$ cat src/design/ohlc_pkg.sv
package ohlc_pkg;

    localparam int INST_W       = 6;
    localparam int PORT_PRICE_W = 31;

    localparam logic MODE_TICK  = 1'b0;
    localparam logic MODE_FLUSH = 1'b1;

    typedef struct packed {
        logic                    mode;
        logic [INST_W-1:0]       instrument;
        logic [PORT_PRICE_W-1:0] price;
    } tick_t;

    typedef struct packed {
        logic [INST_W-1:0]       bar_instrument;
        logic [PORT_PRICE_W-1:0] open_price;
        logic [PORT_PRICE_W-1:0] high_price;
        logic [PORT_PRICE_W-1:0] low_price;
        logic [PORT_PRICE_W-1:0] close_price;
        logic                    last_bar;
    } bar_t;

    // controller to datapath
    typedef struct packed {
        logic take;       // input ready
        logic tick_rd;    // read table at the captured instrument
        logic tick_wr;    // write the updated bar back
        logic walk_clr;   // restart the flush walk at entry zero
        logic walk_rd;    // read table at the walk index
        logic walk_load;  // load output register, clear entry, advance
    } ohlc_cmd_t;

    // datapath to controller
    typedef struct packed {
        logic in_valid;
        logic in_flush;
        logic in_range;
        logic out_free;
        logic walk_last;
    } ohlc_status_t;

endpackage

$ cat src/design/ohlc_ctrl.sv
module ohlc_ctrl
    import ohlc_pkg::*;
(
    input  logic         clk,
    input  logic         rst_n,
    input  ohlc_status_t status,
    output ohlc_cmd_t    cmd
);

    localparam logic [2:0] S_IDLE    = 3'd0;
    localparam logic [2:0] S_TICK_RD = 3'd1;
    localparam logic [2:0] S_TICK_WR = 3'd2;
    localparam logic [2:0] S_WALK_RD = 3'd3;
    localparam logic [2:0] S_WALK_LD = 3'd4;

    logic [2:0] state_reg;
    logic [2:0] state_next;

    always_ff @(posedge clk or negedge rst_n)
    begin
        if (!rst_n)
        begin
            state_reg <= S_IDLE;
        end
        else
        begin
            state_reg <= state_next;
        end
    end

    always_comb
    begin
        cmd        = '0;
        state_next = state_reg;
        unique case (state_reg)
            S_IDLE:
            begin
                cmd.take = 1'b1;
                if (status.in_valid)
                begin
                    if (status.in_flush)
                    begin
                        cmd.walk_clr = 1'b1;
                        state_next   = S_WALK_RD;
                    end
                    else if (status.in_range)
                    begin
                        state_next = S_TICK_RD;
                    end
                end
            end
            S_TICK_RD:
            begin
                cmd.tick_rd = 1'b1;
                state_next  = S_TICK_WR;
            end
            S_TICK_WR:
            begin
                cmd.tick_wr = 1'b1;
                state_next  = S_IDLE;
            end
            S_WALK_RD:
            begin
                cmd.walk_rd = 1'b1;
                state_next  = S_WALK_LD;
            end
            S_WALK_LD:
            begin
                // hold until the output register can take the bar
                if (status.out_free)
                begin
                    cmd.walk_load = 1'b1;
                    state_next    = status.walk_last ? S_IDLE : S_WALK_RD;
                end
            end
            default:
            begin
                state_next = S_IDLE;
            end
        endcase
    end

endmodule

$ cat config.mk
export PLATFORM = sky130hd
export DESIGN_NAME = ohlc_ctrl
export DESIGN_NICKNAME = d
export VERILOG_FILES = /design/src/design/ohlc_pkg.sv /design/src/design/ohlc_ctrl.sv
export SDC_FILE = /design/constraint.sdc
export NUM_CORES = 1
export LEC_CHECK = 0
export BUFFER_PORTS_ARGS = -buffer_cell sky130_fd_sc_hd__clkbuf_2
export CAP_MARGIN = 20
export CORE_AREA = 2 2 39 41
export DETAILED_ROUTE_END_ITERATION = 16
export DIE_AREA = 0 0 41 43
export RECOVER_POWER = 25
export SYNTH_ARGS = -nofsm -noshare
export SYNTH_HDL_FRONTEND = slang
export SYNTH_SLANG_ARGS = --single-unit
$ cat constraint.sdc
create_clock -name clk -period 1.1 [get_ports clk]
set_input_delay 0.165 -clock clk [delete_from_list [all_inputs] [get_ports clk]]
set_output_delay 0.165 -clock clk [all_outputs]
set_load 0.005 [all_outputs]
==> impl_metrics.json <==
{
  "status": "finished, violations left",
  "violations": "negative setup slack",
  "syn_nets": 27,
  "required_ps": 940,
  "ys_seq_area_share_pct": 40.5,
  "grt_max_degree": 7,
  "drive_gt1_share_pct": 65.1,
  "synth_top_family_by_area": "simple AND/OR/NAND/NOR gates",
  "viasPerCell": 3.90,
  "min_from": "status[1]",
  "fp.dieH_microns": 43,
  "dieArea_sq_mm": 0.00176,
  "ir_drop_uv": 873,
  "hold_path.class": "in -> reg",
  "core_sq_mm": 0.00138,
  "p_per_area_mw_per_mm2": 2310,
  "finalCriticalPeriod_ps": 1280,
  "slew_viol_final": 0,
  "final-setup-viol-count": 7,
  "cts_tree": "built",
  "grt_setup_unrepaired": "true",
  "synth_top_area_share_pct": 40.5,
  "root_buffer": "clkbuf_4",
  "track_usage_pct": 8.03,
  "timing.fmax_mhz": 780,
  "drc": 0,
  "diodes": 0,
  "cts_buffer_depth": 2,
  "arrival_ps": 1120,
  "drt-total-wl_microns": 520,
  "skew_ps": 2.67,
  "synth_area_leaders": "dfrtp_1 (41%), a211oi_1 (8.1%), nor3b_1 (8.1%)",
  "gp_congestion": 0.749,
  "dp.cells": 50,
  "ioPinCount": 13,
  "leakage_nw": 0.188,
  "synth_compound_area_share_pct": 17.6,
  "period_share_pct": 117,
  "fin_util_pct": 27.4,
  "fp.dieW_microns": 41,
  "path_clk_slew_ps": 40,
  "clkLatencyLatePin_ps": 240,
  "drv_cap": 0,
  "area_growth_pct": 105,
  "post_drt_wl_per_cell_microns": 8.81,
  "gr-total-overflow": 0,
  "final_cell_count_no_fill": 59,
  "reg2reg_slack_ps": -10,
  "yosysWarnings": 0,
  "cp_max_fo": 5,
  "antenna_found_initial": 0,
  "cts_inserted_buffers": 3,
  "ant_nets": 0,
  "min_delay_path_depth": 2,
  "synth_fa_ha_area_share_pct": 0,
  "synth-simple-area-share_pct": 39.2,
  "path_class": "reg -> out",
  "clock_sinks": 3,
  "hold-path-endpoint": "state_reg[2]",
  "fin_ws_ps": -182,
  "largest_reg_flops": 3,
  "netlist_area_sq_um": 185,
  "yosys.area.top_type": "dfrtp_1",
  "grt_pass1_vias": 220,
  "crit_path_start_kind": "register",
  "final_cell_mix": "clkbuf_2 (9), buf_4 (7), clkbuf_4 (3), dfrtp_2 (3)",
  "port_buffers": 12,
  "drt_iter0_drc": 4,
  "vias": 230,
  "firstDrtPassIters": 2,
  "syn_inst": 20,
  "grt_pass1_wl_microns": 862,
  "syn_area_per_cell_sq_um": 9.26,
  "floorplan.initialDensity_pct": 13.4,
  "worst_slew_pin_slew_ps": 274,
  "r2r_cells": 2,
  "fp-row-count": 14,
  "cts_max_level": 1,
  "synthMuxAreaShare_pct": 0,
  "dpl.hpwl_microns": 397,
  "ys_ff_latch": 3,
  "layout_commonest_cell": "clkbuf_2",
  "relSlewSlack_pct": 81.6,
  "synth-xor-area-share_pct": 0,
  "finalHoldViolCount": 0,
  "pre_cts_ws_ps": -33.3,
  "endpoint_kind": "output port",
  "final_nets": 51,
  "timing.rr.start": "state_reg[0]",
  "worst_r2r_endpoint": "state_reg[1]",
  "ys_types": 14
}
-- synthesized netlist by cell type --
library cell	number
a211oi_1	2
and2_1	1
and3_1	2
and3b_2	1
buf_2	1
dfrtp_1	3
nand2_1	1
nand3b_1	1
nor2_1	1
nor3_1	1
nor3b_1	2
o21ai_0	2
o21bai_1	1
or3b_1	1
-- worst max-delay path by stage --
stage                 startpoint      endpoint  slack [ps]
global placement    state_reg[2]        cmd[2]         -20
detailed placement  state_reg[2]        cmd[2]         -30
floorplan           state_reg[0]  state_reg[1]          50
global route        state_reg[0]        cmd[2]        -260
CTS                 state_reg[1]        cmd[2]        -210
finish              state_reg[0]        cmd[2]        -180
-- through the flow --
step	setup TNS, ps	cell area, sq um	total power, mW	hold slack (ps)
final	-932	379	0.876	149
after global routing	-1450	379	0.958	162
after CTS	-992	355	0.827	144
after detailed placement	-52.1	288	0.531	-35.1
after global placement	-15.6	288	0.525	-31.8
after floorplan	0	190	0.345	-131
-- cell type report --
class                   instances  area (sq um)
clock buffers                   4          26.3
repair buffers                 20           128
well taps                      16          20.0
multi-input cells              16           126
flip-flops and latches          3          78.8
fillers                       159          1000
-- metal layers --
| metal | part of all wire, % | track usage, % |
|---|---|---|
| met3 | 10 | 6.28 |
| met2 | 40 | 7.50 |
| met5 | 0 | 0 |
| met1 | 50 | 11.3 |
| met4 | 0 | 6.00 |
-- power by group --
group,internal [mW],switching [mW]
Sequential,0.157,0.0736
Combinational,0.299,0.148
Clock,0.136,0.0621
-- kinds of logic after synthesis --
logic type | count (synthesis)
buffers and inverters | 1
AOI/OAI and AO/OA | 5
and+or+nand+nor | 11
DFF | 3
-- timing repair --
action / in CTS / in global routing
endpoints found under the setup margin: 7 / 8
setup buffers: 3 / 1
hold buffers: 1 / 0
gates resized for setup: 4 / 6
hold endpoints to repair: 3 / 0
pin swaps: 2 / 2
-- critical path, stage by stage (launching register included) --
cell and delay [ps]:
dfrtp_2 430, nor3_4 190, and3_1 160, clkbuf_2 100
Note: power is estimated with default switching activity, not from simulation.
